File: config.mk
export PLATFORM = sky130hd
export DESIGN_NAME = grw_ctrl
export DESIGN_NICKNAME = d
export VERILOG_FILES = /design/src/grw_pkg.sv /design/src/grw_ctrl.sv
export SDC_FILE = /design/constraint.sdc
export NUM_CORES = 1
export LEC_CHECK = 0
export BUFFER_PORTS_ARGS = -buffer_cell sky130_fd_sc_hd__buf_2
export CAP_MARGIN = 20
export CORE_MARGIN = 2
export CORE_UTILIZATION = 40
export DETAILED_ROUTE_END_ITERATION = 12
export PLACE_DENSITY = 0.73
export SYNTH_ARGS = -nofsm -noshare
export SYNTH_HDL_FRONTEND = slang
export SYNTH_SLANG_ARGS = --single-unit
File: constraint.sdc
create_clock -name clk -period 1.2 [get_ports clk]
set_input_delay 0.12 -clock clk [delete_from_list [all_inputs] [get_ports clk]]
set_output_delay 0.12 -clock clk [all_outputs]
set_load 0.1 [all_outputs]
File: src/grw_pkg.sv
// ----------------------------------------------------------------------------
// grw_pkg
// Shared types, codes and sizes for the grid ray wall hit block.
// ----------------------------------------------------------------------------
package grw_pkg;

  localparam int MAP_COLS_MAX  = 64;
  localparam int MAP_ROWS_MAX  = 64;
  localparam int POS_FRAC_BITS = 8;

  localparam int COL_W   = $clog2(MAP_COLS_MAX);
  localparam int ROW_W   = $clog2(MAP_ROWS_MAX);
  localparam int ADDR_W  = COL_W + ROW_W;
  localparam int DEPTH   = MAP_COLS_MAX * MAP_ROWS_MAX;
  localparam int POS_W   = 14;
  localparam int DIR_W   = 16;
  localparam int LIM_W   = 7;
  localparam int DIST_W  = 32;
  // quotient k carries 22 + fraction extension; 37 bits cover the largest offset
  localparam int Q_W     = 37;
  localparam int QLO_W   = 19;
  localparam int ACC_W   = 54;
  localparam int KSHIFT  = 30 - POS_FRAC_BITS;

  // input operations
  localparam logic OP_WRITE = 1'b0;
  localparam logic OP_CAST  = 1'b1;

  // configuration register indexes
  localparam logic [1:0] CFG_MAP_WIDTH  = 2'd0;
  localparam logic [1:0] CFG_MAP_HEIGHT = 2'd1;

  // cell kinds
  localparam logic [1:0] KIND_OPEN    = 2'd0;
  localparam logic [1:0] KIND_WALL    = 2'd1;
  localparam logic [1:0] KIND_SPECIAL = 2'd2;
  localparam logic [1:0] KIND_BAD     = 2'd3;

  // reported wall faces
  localparam logic [1:0] FACE_VERT    = 2'd0;
  localparam logic [1:0] FACE_HORZ    = 2'd1;
  localparam logic [1:0] FACE_SPECIAL = 2'd2;

  typedef enum logic [3:0] {
    ST_CLEAR,
    ST_IDLE,
    ST_AX_INIT,
    ST_DIV_FIRST,
    ST_DIV_STEP,
    ST_MUL,
    ST_LINE_CHK,
    ST_LINE_EVAL,
    ST_AX_DONE,
    ST_FINISH
  } state_t;

  typedef enum logic {
    DIV_FIRST,
    DIV_STEP
  } div_sel_t;

  typedef struct packed {
    logic     clr_wr;
    logic     cell_wr;
    logic     load_cast;
    logic     axis_init;
    logic     div_start;
    div_sel_t div_sel;
    logic     store_first;
    logic     store_step;
    logic     mul_run;
    logic     rd_issue;
    logic     hit_rec;
    logic     step;
    logic     axis_next;
    logic     out_load;
  } cmd_t;

  typedef struct packed {
    logic clear_last;
    logic dir_zero;
    logic div_done;
    logic mul_done;
    logic line_more;
    logic wall;
    logic axis;
  } sts_t;

endpackage

File: src/grw_ctrl.sv
// ----------------------------------------------------------------------------
// grw_ctrl
// Sequencer: clearing pass, item intake, per-axis walk and result hand-off.
// ----------------------------------------------------------------------------
module grw_ctrl (
  input  logic           clk,
  input  logic           rst_n,
  input  logic           in_valid,
  input  logic           in_operation,
  output logic           in_stall,
  output logic           out_valid,
  input  logic           out_stall,
  input  grw_pkg::sts_t  sts,
  output grw_pkg::cmd_t  cmd
);

  grw_pkg::state_t state_r, state_nxt;
  logic            out_valid_r, out_valid_nxt;
  logic            accept;
  logic            out_free;

  assign accept   = in_valid && (state_r == grw_pkg::ST_IDLE);
  assign out_free = !out_valid_r || !out_stall;

  // next state
  always_comb begin
    state_nxt = state_r;
    case (state_r)
      grw_pkg::ST_CLEAR:     if (sts.clear_last) state_nxt = grw_pkg::ST_IDLE;
      grw_pkg::ST_IDLE:      if (accept && in_operation == grw_pkg::OP_CAST)
                               state_nxt = grw_pkg::ST_AX_INIT;
      grw_pkg::ST_AX_INIT:   state_nxt = sts.dir_zero ? grw_pkg::ST_AX_DONE
                                                      : grw_pkg::ST_DIV_FIRST;
      grw_pkg::ST_DIV_FIRST: if (sts.div_done) state_nxt = grw_pkg::ST_DIV_STEP;
      grw_pkg::ST_DIV_STEP:  if (sts.div_done) state_nxt = grw_pkg::ST_MUL;
      grw_pkg::ST_MUL:       if (sts.mul_done) state_nxt = grw_pkg::ST_LINE_CHK;
      grw_pkg::ST_LINE_CHK:  state_nxt = sts.line_more ? grw_pkg::ST_LINE_EVAL
                                                       : grw_pkg::ST_AX_DONE;
      grw_pkg::ST_LINE_EVAL: state_nxt = sts.wall ? grw_pkg::ST_AX_DONE
                                                  : grw_pkg::ST_LINE_CHK;
      grw_pkg::ST_AX_DONE:   state_nxt = sts.axis ? grw_pkg::ST_FINISH
                                                  : grw_pkg::ST_AX_INIT;
      grw_pkg::ST_FINISH:    if (out_free) state_nxt = grw_pkg::ST_IDLE;
      default:               state_nxt = grw_pkg::ST_CLEAR;
    endcase
  end

  // commands
  always_comb begin
    cmd         = '0;
    cmd.div_sel = grw_pkg::DIV_FIRST;
    case (state_r)
      grw_pkg::ST_CLEAR: cmd.clr_wr = 1'b1;
      grw_pkg::ST_IDLE: begin
        cmd.cell_wr   = accept && (in_operation == grw_pkg::OP_WRITE);
        cmd.load_cast = accept && (in_operation == grw_pkg::OP_CAST);
      end
      grw_pkg::ST_AX_INIT: begin
        cmd.axis_init = 1'b1;
        cmd.div_start = !sts.dir_zero;
      end
      grw_pkg::ST_DIV_FIRST: begin
        cmd.store_first = sts.div_done;
        cmd.div_start   = sts.div_done;
        cmd.div_sel     = grw_pkg::DIV_STEP;
      end
      grw_pkg::ST_DIV_STEP:  cmd.store_step = sts.div_done;
      grw_pkg::ST_MUL:       cmd.mul_run    = 1'b1;
      grw_pkg::ST_LINE_CHK:  cmd.rd_issue   = sts.line_more;
      grw_pkg::ST_LINE_EVAL: begin
        cmd.hit_rec = sts.wall;
        cmd.step    = !sts.wall;
      end
      grw_pkg::ST_AX_DONE:   cmd.axis_next  = !sts.axis;
      grw_pkg::ST_FINISH:    cmd.out_load   = out_free;
      default: ;
    endcase
  end

  // result beat holding
  always_comb begin
    out_valid_nxt = out_valid_r;
    if (out_valid_r && !out_stall) out_valid_nxt = 1'b0;
    if (cmd.out_load)              out_valid_nxt = 1'b1;
  end

  always_ff @(posedge clk) begin
    if (!rst_n) begin
      state_r     <= grw_pkg::ST_CLEAR;
      out_valid_r <= 1'b0;
    end else begin
      state_r     <= state_nxt;
      out_valid_r <= out_valid_nxt;
    end
  end

  assign in_stall  = state_r != grw_pkg::ST_IDLE;
  assign out_valid = out_valid_r;

endmodule

==> reports/metrics.csv, run 1 <==
stage,metric,value,unit
status,status,did not finish,
status,Fail Step,4_1_cts,
status,Err,"[ERROR DPL-0038] Utilization greater than 100%, impossible to legalize",
floorplanning,die width,42.59,microns
cts,maximum root-to-sink buffer count,2,
placed_design,Placed Instances,134,
yosys,Syn Inst Count,81,
cts,CTS H-Tree Depth,1,
yosys,number of flops mapped to enable cells by yosys,0,
yosys,mapped cell area,595.6,sq um
yosys,"Seq/Total Area, Yosys",16.81,%
yosys,Main synth FF type,dfxtp_1,
cts,Num CTS Buffers,3,
floorplanning,Die Height,42.59,microns
yosys,yosys warns,0,
placed_design,IO buf count,27,
cts,Post-CTS Hold Buffers,0,
yosys,syn_nets,93,
cts,clock sinks,5,
placed_design,pre-CTS setup slack,-0.1909,ns
floorplanning,Rows,13,
placed_design,GPL Wtd Cong,0.8780,
yosys,"flops & latches, synth",5,
yosys,syn_area_per_cell,7.353,sq um
cts,post-CTS sizing,35,
yosys,Synth area leaders,"dfxtp_1, nand2b_1, buf_4",
floorplanning,io pins,28,
floorplanning,Starting Density,44.11,%
placed_design,HPWL after DPL,1.755,mm
yosys,Yosys top cell by area,dfxtp_1,
yosys,ys async rst share,0,%
cts,"Setup Fix Bufs, Post-CTS",10,
yosys,"Distinct cells, synth",38,
yosys,share of the synthesized area in the top cell type,16.81,%
cts,clk root buf,clkbuf_4,
yosys,top-count cell post-synth,nand2_1,
==> logic make-up after synthesis <==
group / after synthesis / synth area share (%)
simple gates: 41 / 42.23
mux: 2 / 3.361
buf+inv: 14 / 12.81
compound gates: 19 / 24.79
flops: 5 / 16.81
==> metrics by stage <==
| stage | cell area [sq um] | setup TNS [ns] |
|---|---|---|
| after detailed placement | 1211 | -1.580 |
| after global placement | 1211 | -0.8528 |
| after floorplan | 775.7 | -6.420 |
==> run 2: changes to the inputs <==
--- a/config.mk
+++ b/config.mk
@@ -7,10 +7,10 @@
 export LEC_CHECK = 0
 export BUFFER_PORTS_ARGS = -buffer_cell sky130_fd_sc_hd__buf_2
 export CAP_MARGIN = 20
-export CORE_MARGIN = 2
-export CORE_UTILIZATION = 40
+export CORE_AREA = 2 2 63 65
 export DETAILED_ROUTE_END_ITERATION = 12
-export PLACE_DENSITY = 0.73
+export DIE_AREA = 0 0 65 67
+export PLACE_DENSITY_LB_ADDON = 0.15
 export SYNTH_ARGS = -nofsm -noshare
 export SYNTH_HDL_FRONTEND = slang
 export SYNTH_SLANG_ARGS = --single-unit
==> constraint.sdc (replaced) <==
create_clock -name clk -period 1.6 [get_ports clk]
set_input_delay 0.16 -clock clk [delete_from_list [all_inputs] [get_ports clk]]
set_output_delay 0.16 -clock clk [all_outputs]
set_load 0.1 [all_outputs]
==> run 2 against run 1 <==
The run now ends clean. Synthesized cell count did not move. Area after synthesis did not move.
==> reports/metrics.csv, run 2 <==
stage,metric,value,unit,change
drt,DR top layer,met4,,
setup_path,FF-to-FF path depth,4,,
placed_design,placed cell area,1171,sq um,was 1211 sq um
cts,Num CTS Buffers,3,,unchanged
global_routing,GR Overflow Total,0,,
drt,M1 WL,899,microns,
cts,worst-skew pair later-pin latency,0.22,ns,
power_and_ir_drop,Pleak,0.0004854,uW,
cells_and_area,Filler Cell Count,375,,
yosys,syn_area_per_cell,7.353,sq um,unchanged
setup_path,CP Capture Type,primary output,,
cells_and_area,ratio of cells with drive above 1 in the final layout,60.33,%,
cts,clk root buf,clkbuf_8,,was clkbuf_4
sta,Rel. slew slack,68.02,%,
setup_path,"CP delay by family, top",simple AND/OR/NAND/NOR gates,,
placed_design,GPL Wtd Cong,0.8230,,was 0.8780
sta,"Slew Viols, Final",0,,
cells_and_area,final instance area,1266,sq um,
global_routing,largest net degree at the start of global routing,13,,
setup_path,crit path DAT,1.40,ns,
yosys,Syn Inst Count,81,,unchanged
setup_path,"Slowest-stage cell, CP",dfxtp_4,,
cells_and_area,# diodes,0,,
yosys,Main synth FF type,dfxtp_1,,unchanged
sta,Final Hold Fails,0,,
cts,Post-CTS Hold Buffers,0,,unchanged
yosys,post-synthesis adder-cell area fraction,0,%,unchanged
drt,drt via density,4.278,,
yosys,"flops & latches, synth",5,,unchanged
sta,endpoints failing setup,0,,
setup_path,CP Class,reg -> out,,
power_and_ir_drop,Sw Ratio,50.42,%,
yosys,share of the synthesized area in the top cell type,16.81,%,unchanged
drt,drc violations,0,,
floorplanning,Rows,22,,was 13
worst_hold_path,Hold Crit Depth,3,,
cells_and_area,Area Growth Syn to Fin,112.6,%,
cts,CTS tree,built,,
yosys,post-synthesis compound-gate area fraction,24.79,%,unchanged
yosys,multiplexer share of the synthesized area,3.361,%,unchanged
yosys,largest family of logic cells by synthesized area,simple AND/OR/NAND/NOR gates,,unchanged
global_routing,initial antenna violation count,0,,
yosys,mapped cell area,595.6,sq um,unchanged
power_and_ir_drop,Psw,889.3,uW,
setup_path,worst endpoint required time,1.44,ns,
yosys,Synth Area in Simple Gates,42.23,%,unchanged
cells_and_area,max reg flops,4,,
yosys,top-count cell post-synth,nand2_1,,unchanged
sta,Tcrit/Tclk final,97.73,%,
sta,Hold Slack,0.2151,ns,
drt,Antenna Violating Nets Remaining,0,,
drt,First-pass DRT Iterations,4,,
power_and_ir_drop,worst vdd ir,379.5,uV,
setup_path,WP depth,4,,
yosys,yosys warns,0,,unchanged
sta,Setup Skew,0.003554,ns,
floorplanning,io pins,28,,unchanged
cts,clock sinks,5,,unchanged
drt,final WL,1.979,mm,
sta,Slew @ Worst Pin,0.4830,ns,
power_and_ir_drop,Pwr Density,1393,nW/um^2,
yosys,ys async rst share,0,%,unchanged
floorplanning,Starting Density,16.52,%,was 44.11%
cells_and_area,"commonest non-fill, non-tap cell in the layout",buf_4,,
global_routing,vias in the first global route,742,,
sta,f_max,639.5,MHz,
sta,RSZ-0062 raised after global routing,yes,,
global_routing,GRT Overall Usage,10.30,%,
drt,routed wl met2,964,microns,
global_routing,first-pass GRT wire length,3.422,mm,
setup_path,WP buf/inv,1,,
power_and_ir_drop,Comb power frac,73.8,%,
setup_path,Worst path max stage delay,0.37,ns,
setup_path,CP cell instances,"nor4b_4, nand2_1, nor2_4, buf_12",,
worst_hold_path,Min-Delay Path Class,in -> reg,,
yosys,post-synthesis xor/xnor area fraction,0,%,unchanged
drt,vias,723,,
cts,maximum root-to-sink buffer count,2,,unchanged
drt,first-iteration detailed-routing DRC count,6,,
yosys,Synth area leaders,"dfxtp_1, nand2b_1, buf_4",,unchanged
floorplanning,Die Height,67,microns,was 42.59 microns
placed_design,IO buf count,27,,unchanged
power_and_ir_drop,clock network fraction of design power,13.3,%,
power_and_ir_drop,Pint,874.5,uW,
cells_and_area,Top reg by flops,state_r,,
floorplanning,Core Box Area,3606,sq um,
yosys,Yosys top cell by area,dfxtp_1,,unchanged
run,Max-Cap Viols,0,,
drt,met3 wire len,83,microns,
floorplanning,die width,65,microns,was 42.59 microns
power_and_ir_drop,Flop pwr share,12.9,%,
yosys,number of flops mapped to enable cells by yosys,0,,unchanged
floorplanning,die area,4355,sq um,
status,status,"finished, final reports clean",,was did not finish
yosys,"Distinct cells, synth",38,,unchanged
setup_path,CP Launch Type,flop,,
cells_and_area,most frequent cells in the layout,"buf_4, buf_12, buf_2",,
yosys,syn_nets,93,,unchanged
drt,WL/cell,11.71,microns,
cts,clock slew at reported path FFs,0.04,ns,
cells_and_area,nets,134,,
placed_design,HPWL after DPL,1.627,mm,was 1.755 mm
sta,Period minus WS final,1.564,ns,
setup_path,Crit Path Max Fanout,8,,
cts,CTS H-Tree Depth,1,,unchanged
yosys,"Seq/Total Area, Yosys",16.81,%,unchanged
run 2: power by group through the flow:
stage	logic, uW	clock network [uW]	registers (uW)
finish	1300	235	227
global route	1380	248	234
CTS	1280	239	238
detailed placement	1260	0	228
global placement	1250	0	231
floorplan	891	0	185
run 2: layout make-up:
| type | instances | area [sq um] | area share [%] |
|---|---|---|---|
| well taps | 48 | 60.06 | 4.743 |
| repair buffers | 44 | 488.0 | 38.54 |
| multi-input cells | 62 | 533.0 | 42.09 |
| inverters | 6 | 26.28 | 2.075 |
| flip-flops and latches | 5 | 113.9 | 8.992 |
| clock buffers | 4 | 45.04 | 3.557 |
run 2: path summary, 6_finish.rpt:
check             slack [ns]          to       start
setup reg to reg        0.24  state_r[0]  state_r[2]
setup / recovery        0.04     cmd[12]  state_r[1]
hold reg to reg         0.51   out_valid   out_valid
hold / removal          0.22  state_r[1]       rst_n
run 2: repair_timing:
item	in CTS	in global routing
endpoints found under the setup margin	6	6
pin swaps	0	1
gates cloned	0	0
resized for setup	5	4
setup buffers	0	2
run 2: layer usage:
metal  vias to the layer above  track usage [%]
met5                         -                0
met4                         0            3.989
met3                         4            3.041
met2                        14            16.37
met1                       331            13.04
li1                        374                -
run 2: cells by family after synthesis:
group / count (synthesis)
AOI/OAI and AO/OA: 19
buffers and inverters: 14
and+or+nand+nor: 41
muxes: 2
DFF: 5
run 2: worst reg2reg max path, stage by stage, from the launching register on:
cell	delay, ns
dfxtp_4	0.37
nand2b_1	0.22
or3_1	0.37
o211ai_2	0.12
mux2i_1	0.20
run 2: stage by stage:
stage | worst slack, ns | power (uW) | util [%] | TNS (ns) | instances
6_report | 0.03635 | 1764 | 35.11 | 0 | 169
5_1_grt | -0.02725 | 1859 | 35.11 | -0.03837 | 169
2_1_floorplan | -0.6318 | 1076 | - | -1.876 | 81
4_1_cts | 0.002921 | 1752 | 34.18 | 0 | 167
3_5_place_dp | 0.1211 | 1489 | 32.48 | 0 | 163
3_3_place_gp | 0.1158 | 1484 | 32.48 | 0 | 163
(Power assumes the default switching activity.)
